==> src/hw/rtl/gpm_pkg.sv <==
package gpm_pkg;

  // Character codes that the pattern syntax uses.
  localparam logic [7:0] CH_NUL     = 8'h00;
  localparam logic [7:0] CH_LPAREN  = 8'h28;
  localparam logic [7:0] CH_RPAREN  = 8'h29;
  localparam logic [7:0] CH_STAR    = 8'h2A;
  localparam logic [7:0] CH_LOWER_A = 8'h61;
  localparam logic [7:0] CH_LOWER_Z = 8'h7A;

  localparam int unsigned LEN_W = 6;
  localparam int unsigned REQ_W = 2;
  localparam int unsigned IDX_IN_W = 5;

  typedef enum logic [REQ_W-1:0] {
    REQ_LOAD = 2'd0,
    REQ_TEXT = 2'd1,
    REQ_END  = 2'd2
  } req_e;

  // Read offsets relative to the current pattern position.
  typedef enum logic [2:0] {
    OFF_0 = 3'd0,
    OFF_1 = 3'd1,
    OFF_2 = 3'd2,
    OFF_3 = 3'd3,
    OFF_4 = 3'd4
  } rd_off_e;

  typedef enum logic [2:0] {
    POS_HOLD,
    POS_ADV1,
    POS_ADV2,
    POS_ADV4,
    POS_ADV5
  } pos_op_e;

  typedef enum logic [3:0] {
    ST_IDLE,
    ST_TXT_TOK,
    ST_TXT_STAR,
    ST_ALT_FIRST,
    ST_ALT_SECOND,
    ST_ALT_CLOSE,
    ST_END_TOK,
    ST_END_STAR,
    ST_END_PUT
  } state_e;

  typedef struct packed {
    logic    wr_en;
    logic    char_ld;
    rd_off_e rd_off;
    pos_op_e pos_op;
    logic    tok_ld;
    logic    first_ld;
    logic    hit_ld;
    logic    set_fail;
    logic    set_err;
    logic    ok_ld;
    logic    ok_val;
    logic    out_ld;
  } dp_cmd_t;

  typedef struct packed {
    logic failed;
    logic byte_zero;
    logic byte_lparen;
    logic byte_rparen;
    logic byte_star;
    logic byte_lower;
    logic ch_eq_tok;
    logic hit;
    logic out_free;
  } dp_sts_t;

endpackage

==> src/hw/rtl/greedy_pattern_matcher_top.sv <==
// Channel   Direction  Handshake               Payload
// input     in         in_valid_i/in_stall_o   req_type_i, pattern_index_i, pattern_char_i,
//                                              text_char_i
// result    out        out_valid_o/out_stall_i matched_o, bad_pattern_o
// config    in         cfg_valid_i/cfg_ready_o cfg_pattern_length_i
//
// A load is taken while idle. A text transaction reads the token and the byte after it; an
// alternation also reads both members and the byte after the second, and a starred letter
// passed over is skipped before the next token is read. An end scans past starred letters
// and stops on anything else. After a failure, text is ignored and an end goes straight to
// the result. The controller issues one registered store read per cycle. Reset clears
// position, flags, length and result slot, not the store; a stalled result holds the next end.
module greedy_pattern_matcher_top
  import gpm_pkg::*;
#(
  parameter int unsigned PATTERN_DEPTH = 32
) (
  input  logic                clk_i,
  input  logic                rst_ni,
  // Input transactions.
  input  logic                in_valid_i,
  output logic                in_stall_o,
  input  logic [REQ_W-1:0]    req_type_i,
  input  logic [IDX_IN_W-1:0] pattern_index_i,
  input  logic [7:0]          pattern_char_i,
  input  logic [7:0]          text_char_i,
  // Result transactions.
  output logic                out_valid_o,
  input  logic                out_stall_i,
  output logic                matched_o,
  output logic                bad_pattern_o,
  // Pattern length register.
  input  logic                cfg_valid_i,
  output logic                cfg_ready_o,
  input  logic [LEN_W-1:0]    cfg_pattern_length_i
);

  dp_cmd_t cmd;
  dp_sts_t sts;

  // The length register may be written at any time the block is idle, so the
  // configuration channel never pushes back.
  assign cfg_ready_o = 1'b1;

  // The controller walks the pattern one token at a time, issuing one store
  // read per cycle and deciding on the byte that comes back.
  gpm_ctrl u_ctrl (
    .clk_i      (clk_i),
    .rst_ni     (rst_ni),
    .in_valid_i (in_valid_i),
    .req_type_i (req_type_i),
    .in_stall_o (in_stall_o),
    .sts_i      (sts),
    .cmd_o      (cmd)
  );

  // The datapath holds the pattern store, the position, the failure flags and
  // the result register.
  gpm_dp #(
    .PATTERN_DEPTH (PATTERN_DEPTH)
  ) u_dp (
    .clk_i           (clk_i),
    .rst_ni          (rst_ni),
    .cmd_i           (cmd),
    .sts_o           (sts),
    .cfg_we_i        (cfg_valid_i && cfg_ready_o),
    .cfg_len_i       (cfg_pattern_length_i),
    .pattern_index_i (pattern_index_i),
    .pattern_char_i  (pattern_char_i),
    .text_char_i     (text_char_i),
    .out_stall_i     (out_stall_i),
    .out_valid_o     (out_valid_o),
    .matched_o       (matched_o),
    .bad_pattern_o   (bad_pattern_o)
  );

endmodule

==> src/hw/rtl/gpm_dp.sv <==
module gpm_dp
  import gpm_pkg::*;
#(
  parameter int unsigned PATTERN_DEPTH = 32
) (
  input  logic                clk_i,
  input  logic                rst_ni,
  input  dp_cmd_t             cmd_i,
  output dp_sts_t             sts_o,
  input  logic                cfg_we_i,
  input  logic [LEN_W-1:0]    cfg_len_i,
  input  logic [IDX_IN_W-1:0] pattern_index_i,
  input  logic [7:0]          pattern_char_i,
  input  logic [7:0]          text_char_i,
  input  logic                out_stall_i,
  output logic                out_valid_o,
  output logic                matched_o,
  output logic                bad_pattern_o
);

  localparam int unsigned POS_W = $clog2(PATTERN_DEPTH + 1);
  localparam int unsigned SUM_W = POS_W + 1;
  localparam int unsigned IDX_W = $clog2(PATTERN_DEPTH);
  localparam int unsigned CMP_W = (POS_W > LEN_W) ? POS_W : LEN_W;

  // Position plus a small step, saturated at the store depth.
  function automatic logic [POS_W-1:0] adv(input logic [POS_W-1:0] p,
                                           input logic [2:0] k);
    logic [SUM_W-1:0] s;
    s = {1'b0, p} + {{(SUM_W-3){1'b0}}, k};
    if (s > SUM_W'(PATTERN_DEPTH)) begin
      adv = POS_W'(PATTERN_DEPTH);
    end else begin
      adv = s[POS_W-1:0];
    end
  endfunction

  logic [7:0]       mem [PATTERN_DEPTH];
  logic [LEN_W-1:0] len_q;
  logic [POS_W-1:0] pos_q, pos_d;
  logic             fail_q, err_q, ok_q, hit_q;
  logic [7:0]       ch_q, tok_q, first_q, rd_data_q;
  logic             rd_ok_q;
  logic             out_valid_q, matched_q, bad_q;

  logic [POS_W-1:0] rd_addr;
  logic             rd_ok_d;
  logic [CMP_W-1:0] wr_idx_ext;
  logic             wr_ok;
  logic [7:0]       cur;
  logic             out_free;

  assign rd_addr    = adv(pos_q, cmd_i.rd_off);
  assign rd_ok_d    = (CMP_W'(rd_addr) < CMP_W'(len_q)) &&
                      (CMP_W'(rd_addr) < CMP_W'(PATTERN_DEPTH));
  assign wr_idx_ext = CMP_W'(pattern_index_i);
  assign wr_ok      = wr_idx_ext < CMP_W'(PATTERN_DEPTH);

  // Positions at or past the length or the depth read as end of pattern.
  assign cur      = rd_ok_q ? rd_data_q : CH_NUL;
  assign out_free = !out_valid_q || !out_stall_i;

  always_ff @(posedge clk_i) begin
    if (cmd_i.wr_en && wr_ok) begin
      mem[wr_idx_ext[IDX_W-1:0]] <= pattern_char_i;
    end
  end

  always_ff @(posedge clk_i) begin
    rd_data_q <= mem[rd_addr[IDX_W-1:0]];
  end

  always_comb begin
    case (cmd_i.pos_op)
      POS_HOLD: pos_d = pos_q;
      POS_ADV1: pos_d = adv(pos_q, 3'd1);
      POS_ADV2: pos_d = adv(pos_q, 3'd2);
      POS_ADV4: pos_d = adv(pos_q, 3'd4);
      POS_ADV5: pos_d = adv(pos_q, 3'd5);
      default:  pos_d = pos_q;
    endcase
  end

  always_ff @(posedge clk_i or negedge rst_ni) begin
    if (!rst_ni) begin
      len_q       <= '0;
      pos_q       <= '0;
      fail_q      <= 1'b0;
      err_q       <= 1'b0;
      rd_ok_q     <= 1'b0;
      out_valid_q <= 1'b0;
    end else begin
      rd_ok_q <= rd_ok_d;
      if (cfg_we_i) begin
        len_q <= cfg_len_i;
      end
      if (cmd_i.out_ld) begin
        pos_q       <= '0;
        fail_q      <= 1'b0;
        err_q       <= 1'b0;
        out_valid_q <= 1'b1;
      end else begin
        pos_q <= pos_d;
        if (cmd_i.set_fail) begin
          fail_q <= 1'b1;
        end
        if (cmd_i.set_err) begin
          err_q <= 1'b1;
        end
        if (!out_stall_i) begin
          out_valid_q <= 1'b0;
        end
      end
    end
  end

  always_ff @(posedge clk_i) begin
    if (cmd_i.char_ld) begin
      ch_q <= text_char_i;
    end
    if (cmd_i.tok_ld) begin
      tok_q <= cur;
    end
    if (cmd_i.first_ld) begin
      first_q <= cur;
    end
    if (cmd_i.hit_ld) begin
      hit_q <= (ch_q == first_q) || (ch_q == cur);
    end
    if (cmd_i.ok_ld) begin
      ok_q <= cmd_i.ok_val;
    end
    if (cmd_i.out_ld) begin
      matched_q <= ok_q;
      bad_q     <= err_q;
    end
  end

  always_comb begin
    sts_o.failed      = fail_q;
    sts_o.byte_zero   = (cur == CH_NUL);
    sts_o.byte_lparen = (cur == CH_LPAREN);
    sts_o.byte_rparen = (cur == CH_RPAREN);
    sts_o.byte_star   = (cur == CH_STAR);
    sts_o.byte_lower  = (cur >= CH_LOWER_A) && (cur <= CH_LOWER_Z);
    sts_o.ch_eq_tok   = (ch_q == tok_q);
    sts_o.hit         = hit_q;
    sts_o.out_free    = out_free;
  end

  assign out_valid_o   = out_valid_q;
  assign matched_o     = matched_q;
  assign bad_pattern_o = bad_q;

endmodule

==> src/hw/rtl/gpm_ctrl.sv <==
module gpm_ctrl
  import gpm_pkg::*;
(
  input  logic             clk_i,
  input  logic             rst_ni,
  input  logic             in_valid_i,
  input  logic [REQ_W-1:0] req_type_i,
  output logic             in_stall_o,
  input  dp_sts_t          sts_i,
  output dp_cmd_t          cmd_o
);

  state_e state_q, state_d;
  logic   in_acc;

  assign in_stall_o = (state_q != ST_IDLE);
  assign in_acc     = in_valid_i && (state_q == ST_IDLE);

  always_ff @(posedge clk_i or negedge rst_ni) begin
    if (!rst_ni) begin
      state_q <= ST_IDLE;
    end else begin
      state_q <= state_d;
    end
  end

  // Next state.
  always_comb begin
    state_d = state_q;
    case (state_q)
      ST_IDLE: begin
        if (in_acc) begin
          case (req_e'(req_type_i))
            REQ_TEXT: begin
              if (!sts_i.failed) begin
                state_d = ST_TXT_TOK;
              end
            end
            REQ_END: begin
              state_d = sts_i.failed ? ST_END_PUT : ST_END_TOK;
            end
            default: state_d = ST_IDLE;
          endcase
        end
      end
      ST_TXT_TOK: begin
        if (sts_i.byte_lparen) begin
          state_d = ST_ALT_FIRST;
        end else if (sts_i.byte_lower) begin
          state_d = ST_TXT_STAR;
        end else begin
          state_d = ST_IDLE;
        end
      end
      ST_TXT_STAR: begin
        if (sts_i.byte_star && !sts_i.ch_eq_tok) begin
          state_d = ST_TXT_TOK;
        end else begin
          state_d = ST_IDLE;
        end
      end
      ST_ALT_FIRST:  state_d = ST_ALT_SECOND;
      ST_ALT_SECOND: state_d = ST_ALT_CLOSE;
      ST_ALT_CLOSE:  state_d = ST_IDLE;
      ST_END_TOK: begin
        if (sts_i.byte_lower) begin
          state_d = ST_END_STAR;
        end else begin
          state_d = ST_END_PUT;
        end
      end
      ST_END_STAR: begin
        state_d = sts_i.byte_star ? ST_END_TOK : ST_END_PUT;
      end
      ST_END_PUT: begin
        if (sts_i.out_free) begin
          state_d = ST_IDLE;
        end
      end
      default: state_d = ST_IDLE;
    endcase
  end

  // Datapath commands.
  always_comb begin
    cmd_o = '0;
    cmd_o.rd_off = OFF_0;
    cmd_o.pos_op = POS_HOLD;
    case (state_q)
      ST_IDLE: begin
        if (in_acc) begin
          case (req_e'(req_type_i))
            REQ_LOAD: cmd_o.wr_en = 1'b1;
            REQ_TEXT: cmd_o.char_ld = 1'b1;
            REQ_END: begin
              cmd_o.ok_ld  = 1'b1;
              cmd_o.ok_val = 1'b0;
            end
            default: cmd_o.wr_en = 1'b0;
          endcase
        end
      end
      ST_TXT_TOK: begin
        cmd_o.tok_ld = 1'b1;
        cmd_o.rd_off = OFF_1;
        if (!sts_i.byte_lparen && !sts_i.byte_lower) begin
          cmd_o.set_fail = 1'b1;
          cmd_o.set_err  = !sts_i.byte_zero;
        end
      end
      ST_TXT_STAR: begin
        if (sts_i.byte_star) begin
          if (!sts_i.ch_eq_tok) begin
            cmd_o.pos_op = POS_ADV2;
            cmd_o.rd_off = OFF_2;
          end
        end else if (sts_i.ch_eq_tok) begin
          cmd_o.pos_op = POS_ADV1;
        end else begin
          cmd_o.set_fail = 1'b1;
        end
      end
      ST_ALT_FIRST: begin
        cmd_o.first_ld = 1'b1;
        cmd_o.rd_off   = OFF_3;
      end
      ST_ALT_SECOND: begin
        cmd_o.hit_ld = 1'b1;
        cmd_o.rd_off = OFF_4;
      end
      ST_ALT_CLOSE: begin
        if (sts_i.hit) begin
          cmd_o.pos_op = sts_i.byte_rparen ? POS_ADV5 : POS_ADV4;
        end else begin
          cmd_o.set_fail = 1'b1;
        end
      end
      ST_END_TOK: begin
        cmd_o.rd_off = OFF_1;
        if (!sts_i.byte_lower) begin
          cmd_o.ok_ld   = 1'b1;
          cmd_o.ok_val  = sts_i.byte_zero;
          cmd_o.set_err = !sts_i.byte_zero && !sts_i.byte_lparen;
        end
      end
      ST_END_STAR: begin
        if (sts_i.byte_star) begin
          cmd_o.pos_op = POS_ADV2;
          cmd_o.rd_off = OFF_2;
        end else begin
          cmd_o.ok_ld  = 1'b1;
          cmd_o.ok_val = 1'b0;
        end
      end
      ST_END_PUT: begin
        cmd_o.out_ld = sts_i.out_free;
      end
      default: cmd_o.out_ld = 1'b0;
    endcase
  end

endmodule

==> config.mk <==
export PLATFORM = sky130hd
export DESIGN_NAME = greedy_pattern_matcher_top
export DESIGN_NICKNAME = d
export VERILOG_FILES = /design/src/hw/rtl/gpm_pkg.sv /design/src/hw/rtl/greedy_pattern_matcher_top.sv /design/src/hw/rtl/gpm_dp.sv /design/src/hw/rtl/gpm_ctrl.sv
export SDC_FILE = /design/constraint.sdc
export NUM_CORES = 1
export LEC_CHECK = 0
export BUFFER_PORTS_ARGS = -buffer_cell sky130_fd_sc_hd__buf_2
export CORE_ASPECT_RATIO = 0.9
export CORE_MARGIN = 2
export CORE_UTILIZATION = 63
export CTS_BUF_LIST = sky130_fd_sc_hd__clkbuf_2 sky130_fd_sc_hd__clkbuf_4 sky130_fd_sc_hd__clkbuf_8
export DETAILED_ROUTE_END_ITERATION = 10
export HOLD_SLACK_MARGIN = 0.1
export PLACE_DENSITY = 0.8
export SETUP_SLACK_MARGIN = 0.05
export SLEW_MARGIN = 20
export SYNTH_ARGS = -nofsm -noshare
export SYNTH_HDL_FRONTEND = slang
export SYNTH_SLANG_ARGS = --single-unit
==> constraint.sdc <==
create_clock -name clk_i -period 5.6 [get_ports clk_i]
set_input_delay 0.84 -clock clk_i [delete_from_list [all_inputs] [get_ports clk_i]]
set_output_delay 0.84 -clock clk_i [all_outputs]
set_load 0.02 [all_outputs]
# Word-level counts from Yosys, hierarchy flattened
# Memory sizes are Yosys's and may differ from the RTL's. A register that Yosys moved wholly into a read port is not among the register bits.
# Cells that the tools add are included.
# op_classes
n_addsub	5
multipliers	0
n_div	0
n_lt_le_gt_ge	10
n_eq_ne	24
shifts	0
mux	55
n_bitwise	0
n_reduce_logical	24
# ops
op	n
6-bit two-way mux	6
7-bit by 6-bit greater-than comparator with 1-bit output, second input constant	5
4-bit case mux with 8 select lines	1
4-bit two-way mux	7
8-bit by 6-bit == test with 1-bit output, second input constant	3
8-bit == test	3
6-bit case mux with 4 select lines	1
1-bit two-way mux	19
4-bit by 3-bit == test with 1-bit output, second input constant	4
2-bit two-way mux	8
3-bit case mux with 5 select lines	1
6-bit by 3-bit adder with 7-bit output, second input constant	2
3-bit two-way mux	4
5-bit two-way mux	2
3-bit case mux with 3 select lines	1
4-bit by 2-bit == test with 1-bit output, second input constant	2
8-bit by 7-bit >= comparator with 1-bit output, second input constant	1
8-bit by 7-bit <= comparator with 1-bit output, second input constant	1
8-bit zero test	1
8-bit two-way mux	1
4-bit case mux with 2 select lines	1
6-bit by 1-bit adder with 7-bit output, second input constant	1
6-bit by 2-bit adder with 7-bit output, second input constant	1
6-bit by 3-bit adder with 7-bit output	1
25 further kinds	41
# totals
reg_bits	48
latch_bits	0
mem_bits_rw	256
mem_bits_ro	0
wordCells	133
n_memories	1
# mem_list
name	depth	width	rd	rd_clocked_by_memory_dff	write_ports	line_no	source
u_dp.mem	32	8	1	1	1	gpm_dp.sv:38	logic [7:0] mem [PATTERN_DEPTH];

# Longest topological paths before layout
# depth
word_depth	9
depth_mapped	19
ltp_nobuf	15

# Hierarchy
# Synthesis repeated with hierarchy kept, for this count alone.
# unflattened
cells_unflattened	1020
area_unflattened_um2	13920.9
# modules_own_cells
mod	instances	cells_each	area_each_um2	seq_area_each_um2
gpm_dp	1	939	13352.8	9088.7
gpm_ctrl	1	79	556.8	100.1
greedy_pattern_matcher_top	1	2	11.3	0.0

# Worst setup path before layout
# No wires, ideal clock.
# synth_path
path_kind	register to register
start	register u_dp.ch_q[3]
end	register u_dp.rd_ok_q
setup_time_ns	0.125
arrival_time_ns	3.805
required_time_ns	5.475
slack_ns	1.670
path_stages_with_launch	17
n_path_buf	2
synth_period_minus_slack_ns	3.930
path_cell_list	edfxtp_1 xor2_1 nor4_1 a21o_1 a21o_1 clkbuf_1 nand2_1 fa_1 xor2_2 o311ai_1 o21a_1 inv_1 clkbuf_1 ha_1 nand4_1 nor2_1 a2111oi_0
# synth_via
elab_chain_cells	9
elab_cells_between_ends	10
cone_classes	add/sub (1); order compare (3); eq/ne (1); mux (4); reduce/logical (1)
# synth_rtl
item	line_no	source
from (decl)	gpm_dp.sv:42	logic [7:0] ch_q, tok_q, first_q, rd_data_q;
from (signal assigned)	gpm_dp.sv:119	ch_q <= text_char_i;
8-bit == test (*)	gpm_dp.sv:146	sts_o.ch_eq_tok = (ch_q == tok_q);
5-bit two-way mux (*)	gpm_ctrl.sv:113	if (!sts_i.ch_eq_tok) begin
2-bit two-way mux (*)	gpm_ctrl.sv:112	if (sts_i.byte_star) begin
3-bit case mux with 5 select lines (*)	gpm_ctrl.sv:89	case (state_q)
6-bit by 3-bit adder with 7-bit output (*)	gpm_dp.sv:30	s = {1'b0, p} + {{(SUM_W-3){1'b0}}, k};
7-bit by 6-bit greater-than comparator with 1-bit output	gpm_dp.sv:31	if (s > SUM_W'(PATTERN_DEPTH)) begin
6-bit two-way mux (*)	gpm_dp.sv:31	
6-bit < comparator (on tied branches)	gpm_dp.sv:54, gpm_dp.sv:55	
1-bit logical AND (*)	gpm_dp.sv:54	assign rd_ok_d = (CMP_W'(rd_addr) < CMP_W'(len_q)) &&
via u_dp.rd_ok_d	gpm_dp.sv:47	logic rd_ok_d;
to (signal assigned)	gpm_dp.sv:93	rd_ok_q <= rd_ok_d;
to (decl)	gpm_dp.sv:43	logic rd_ok_q;
# Mark *: on every way through the listed nets, which the timed path passes. The rest lies on a longest branch.
# A chain may end at the register's enable or synchronous reset.

# Worst setup path after layout
# layout_path
start	register u_dp.ch_q[3]
end	register u_dp.rd_data_q[1] (read register of u_dp.mem)
# layout_via
elab_chain_cells	7
# layout_rtl
item	line_no
8-bit == test (*)	gpm_dp.sv:146
5-bit two-way mux (*)	gpm_ctrl.sv:113
2-bit two-way mux (*)	gpm_ctrl.sv:112
3-bit case mux with 5 select lines (*)	gpm_ctrl.sv:89
6-bit by 3-bit adder with 7-bit output (*)	gpm_dp.sv:30
7-bit by 6-bit greater-than comparator with 1-bit output	gpm_dp.sv:31
6-bit two-way mux (*)	gpm_dp.sv:31
to (decl)	gpm_dp.sv:42
# Mark *: on every way between the ends. The rest lies on a longest branch, timed or not.

==> impl_metrics.py <==
metrics = {
    "setup_path": {
        "endpoint_kind": "flip-flop",
        "rrSetupSlack_ns": 0.65,
        "required_ns": 6.05,
        "crit_buf_inv": 1,
        "crit_type": "reg2reg",
        "worstPathArrival_ns": 5.39,
        "crit_start": "u_dp.ch_q[3]$_DFFE_PP_",
        "critPathSlowestCell": "nor4_2",
        "r2r_cells": 14,
        "reg2reg_to": "u_dp.rd_data_q[1]$_DFF_P_",
        "path_depth": 14,
        "startpoint_type": "flip-flop",
        "cp-endpoint": "u_dp.rd_data_q[1]$_DFF_P_",
        "rr_startpoint": "u_dp.ch_q[3]$_DFFE_PP_",
        "cpPeakStageDelay_ns": 0.65,
        "cp_max_fo": 27,
        "crit_path_cell_trace": "xor2_1 -> nor4_1 -> a21o_1 -> a21o_1 -> nand2_1 -> fa_4 -> a21oi_1 -> nand3_1 -> nand2b_1 -> inv_2 -> nor4_2 -> o221a_2 -> a21oi_1 -> and4_1",
        "crit_family": "simple AND/OR/NAND/NOR gates",
    },
    "placed_design": {
        "io_buffers": 37,
        "gp_congestion": 0.997,
        "pre_cts_slack_ns": 0.781,
        "dp_hpwl_um": 21000,
        "placed_cells": 1276,
    },
    "sta": {
        "hold-worst-slack_ns": 0.209,
        "period_share_pct": 88.3,
        "tightest_slew_ns": 0.862,
        "finalSetupViolations": 0,
        "period_needed_ns": 4.95,
        "finalHoldViolations": 0,
        "rsz0062_at_grt": "no",
        "fin_tns_setup_ns": 0,
        "drv_slew": 0,
        "setup_ws_ns": 0.654,
        "slew_headroom_pct": 41.8,
        "fin_worst_skew_ns": 0.0224,
        "fmax_mhz": 202,
    },
    "detailed_routing": {
        "wl_per_cell_um": 23.3,
        "via_per_inst": 6.51,
        "dr_total_vias": 8879,
        "drt_iter0_drc": 1105,
        "ant_nets": 0,
        "wl_um": 31800,
        "drcViolationCount": 0,
        "drtPass1Iterations": 6,
    },
    "layout": {
        "stdcell_count": 1364,
        "diodes": 0,
        "area_growth_pct": 10.7,
        "postLayoutCoreUtil_pct": 71.7,
        "nets": 1089,
        "final_layout_size_suffix_gt1_share_pct": 15.5,
    },
    "floorplan": {
        "dieArea_mm2": 0.0227,
        "initial_core_util_pct": 64.7,
        "die-height_um": 143,
        "ios": 39,
        "num_rows": 50,
        "fp.dieW_um": 159,
        "core_area_mm2": 0.0210,
    },
    "power": {
        "comb_power_share_pct": 32.9,
        "peakVddDrop_mv": 0.358,
        "cellPowerDensity_mw_per_mm2": 481,
        "switching_share_pct": 35.3,
        "cellLeakagePower_nw": 5.12,
        "pwr-share-clk_pct": 27.6,
        "p_switching_mw": 2.55,
        "intPower_mw": 4.67,
        "sequentialPowerShare_pct": 39.5,
    },
    "flow_run": {
        "max_cap_violations": 0,
    },
    "clock_network": {
        "htree_levels": 2,
        "cts_resized": 0,
        "clk_path_buf_depth": 3,
        "post_cts_buffers": 0,
        "cts_hold_buf": 0,
        "cts.reportedPaths.clkPinSlew_ns": 0.06,
        "clock-sinks": 312,
        "cts_tree": "built",
        "clockRootBuffer": "clkbuf_8",
        "clkLatencyLatePin_ns": 0.58,
        "cts_made_buffers": 47,
    },
    "synthesis": {
        "synth-warning-count": 0,
        "synth_nets": 1047,
        "synth_seq_cells": 312,
        "synth-edff-count": 284,
        "synth_cells": 997,
        "syn-cell-area_mm2": 0.0136,
        "ys_seq_area_share_pct": 67.7,
        "avgSynthCellArea_um2": 13.6,
        "ys.flop_type": "edfxtp_1",
        "yosysUniqueCellTypes": 80,
        "async_flop_share_pct": 6.41,
    },
    "global_routing": {
        "grt_overflow_total": 0,
        "grt_pass1_vias": 8359,
        "antenna_found_initial": 1,
        "grt_use_total_pct": 28.2,
        "grt_pass1_wl_um": 48200,
        "grt_max_degree": 38,
    },
    "run_status": {
        "status": "completed",
    },
    "worst_hold_path": {
        "hp-class": "in2async",
    },
}
-- routing by layer --
layer	part of all wire (%)	vias up	GRT usage (%)
met5	0	-	0
met4	2.9	0	9.85
met3	10	82	5.87
met2	48	523	46.2
met1	39	4269	38.3
li1	-	4005	-
-- how the worst min path moves through the flow --
stage	end	slack [ns]	cells past startpoint
after floorplan	u_dp.matched_o$_DFFE_PP_	0.40	0
after global placement	u_dp.matched_o$_DFFE_PP_	0.40	0
after detailed placement	u_dp.matched_o$_DFFE_PP_	0.42	0
after CTS	u_ctrl.state_q[3]$_DFFE_PN0P_	0.20	1
after global routing	u_dp.err_q$_DFFE_PN0P_	0.23	1
final	u_dp.out_valid_o$_DFFE_PN0P_	0.21	1
-- final cells by class --
type                    instances  area (um^2)
clock buffers                  69          825
clock inverters                19          205
fillers                      1414         5940
inverters                      23         86.3
multi-input cells             604         4060
flip-flops and latches        312         9190
well taps                     286          358
repair buffers                 51          290
-- cells in the mapped netlist (4+ instances only) --
cell / n / area (um^2)
a211oi_1: 19 / 143
nor3_1: 22 / 110
and2_1: 7 / 43.8
nand2b_1: 8 / 50.1
xor2_1: 14 / 123
nor2b_1: 16 / 100
nand3_1: 26 / 130
nor2_1: 63 / 236
o22ai_1: 17 / 106
and4_1: 8 / 70.1
and3_1: 10 / 62.6
o21ai_0: 37 / 185
dfxtp_1: 8 / 160
a31oi_1: 20 / 125
nand3b_1: 15 / 113
o21a_1: 4 / 30.0
buf_1: 9 / 33.8
edfxtp_1: 284 / 8530
a22o_1: 4 / 35.0
mux2_2: 13 / 146
mux2i_1: 26 / 260
a221oi_1: 16 / 140
a2bb2oi_1: 7 / 61.3
buf_2: 12 / 60.1
a21o_1: 8 / 60.1
inv_1: 22 / 82.6
o221ai_1: 9 / 78.8
a32oi_1: 14 / 123
nor4_1: 4 / 25.0
nand2_1: 73 / 274
nand4_1: 10 / 62.6
dfrtp_1: 20 / 500
a21oi_1: 34 / 170
clkbuf_1: 33 / 124
a222oi_1: 7 / 70.1
buf_4: 4 / 30.0
ha_1: 15 / 188
xnor2_1: 17 / 149
o221a_2: 8 / 90.1
-- per-stage QoR --
step | cell area, um^2 | total power, mW
6_report | 15000 | 7.22
5_1_grt | 15000 | 7.53
3_3_place_gp | 14000 | 5.19
4_1_cts | 15000 | 7.20
2_1_floorplan | 13600 | 4.48
3_5_place_dp | 14000 | 5.23
-- state kept, by name (all words and copies together) (netlist names) --
name,cells
u_ctrl.state_q,4
u_dp.bad_pattern_o,1
u_dp.ch_q,8
u_dp.err_q,1
u_dp.fail_q,1
u_dp.first_q,8
u_dp.hit_q,1
u_dp.len_q,6
u_dp.matched_o,1
u_dp.mem,256
u_dp.ok_q,1
u_dp.out_valid_o,1
u_dp.pos_q,6
u_dp.rd_data_q,8
u_dp.rd_ok_q,1
u_dp.tok_q,8
-- kinds of logic after synthesis --
family | Yosys count | synth area share (%)
XOR/XNOR | 32 | 2.12
multiplexers | 40 | 3.16
AO/OA/AOI/OAI | 238 | 12.6
other | 1 | 0.0276
adder cells (fa/ha/maj) | 16 | 1.53
flip-flops | 312 | 67.7
buffers and inverters | 81 | 2.46
AND/OR/NAND/NOR | 277 | 10.4
-- cells in the final DEF (no fill, tap or decap), drive strengths merged, types with 5 or more instances in the layout --
cell type and n:
dfxtp 8, nand2b 8, nand2 73, nand3b 15, nand4 10, xor2 15
a21o 8, nor3 23, a211oi 19, a2bb2oi 7, mux2i 26, a221oi 16
nor2b 16, o221a 8, nor4 5, and3 10, inv 25, mux2 13
ha 15, xnor2 17, and4 8, o22ai 17, a222oi 7, clkbuf 69
o221ai 9, a31oi 20, clkinv 13, nor2 63, dfrtp 20, edfxtp 284
a21oi 34, o21ai 39, and2 7, nand3 26, buf 51, a32oi 14
-- power groups by stage --
| stage | sequential [mW] | combinational, mW | clock, mW |
|---|---|---|---|
| after floorplan | 2.80 | 1.68 | 0 |
| after global placement | 2.90 | 2.30 | 0 |
| after detailed placement | 2.90 | 2.33 | 0 |
| after CTS | 2.85 | 2.34 | 2.00 |
| after global routing | 2.87 | 2.56 | 2.10 |
| final | 2.86 | 2.38 | 1.99 |
(Power assumes the default switching activity.)
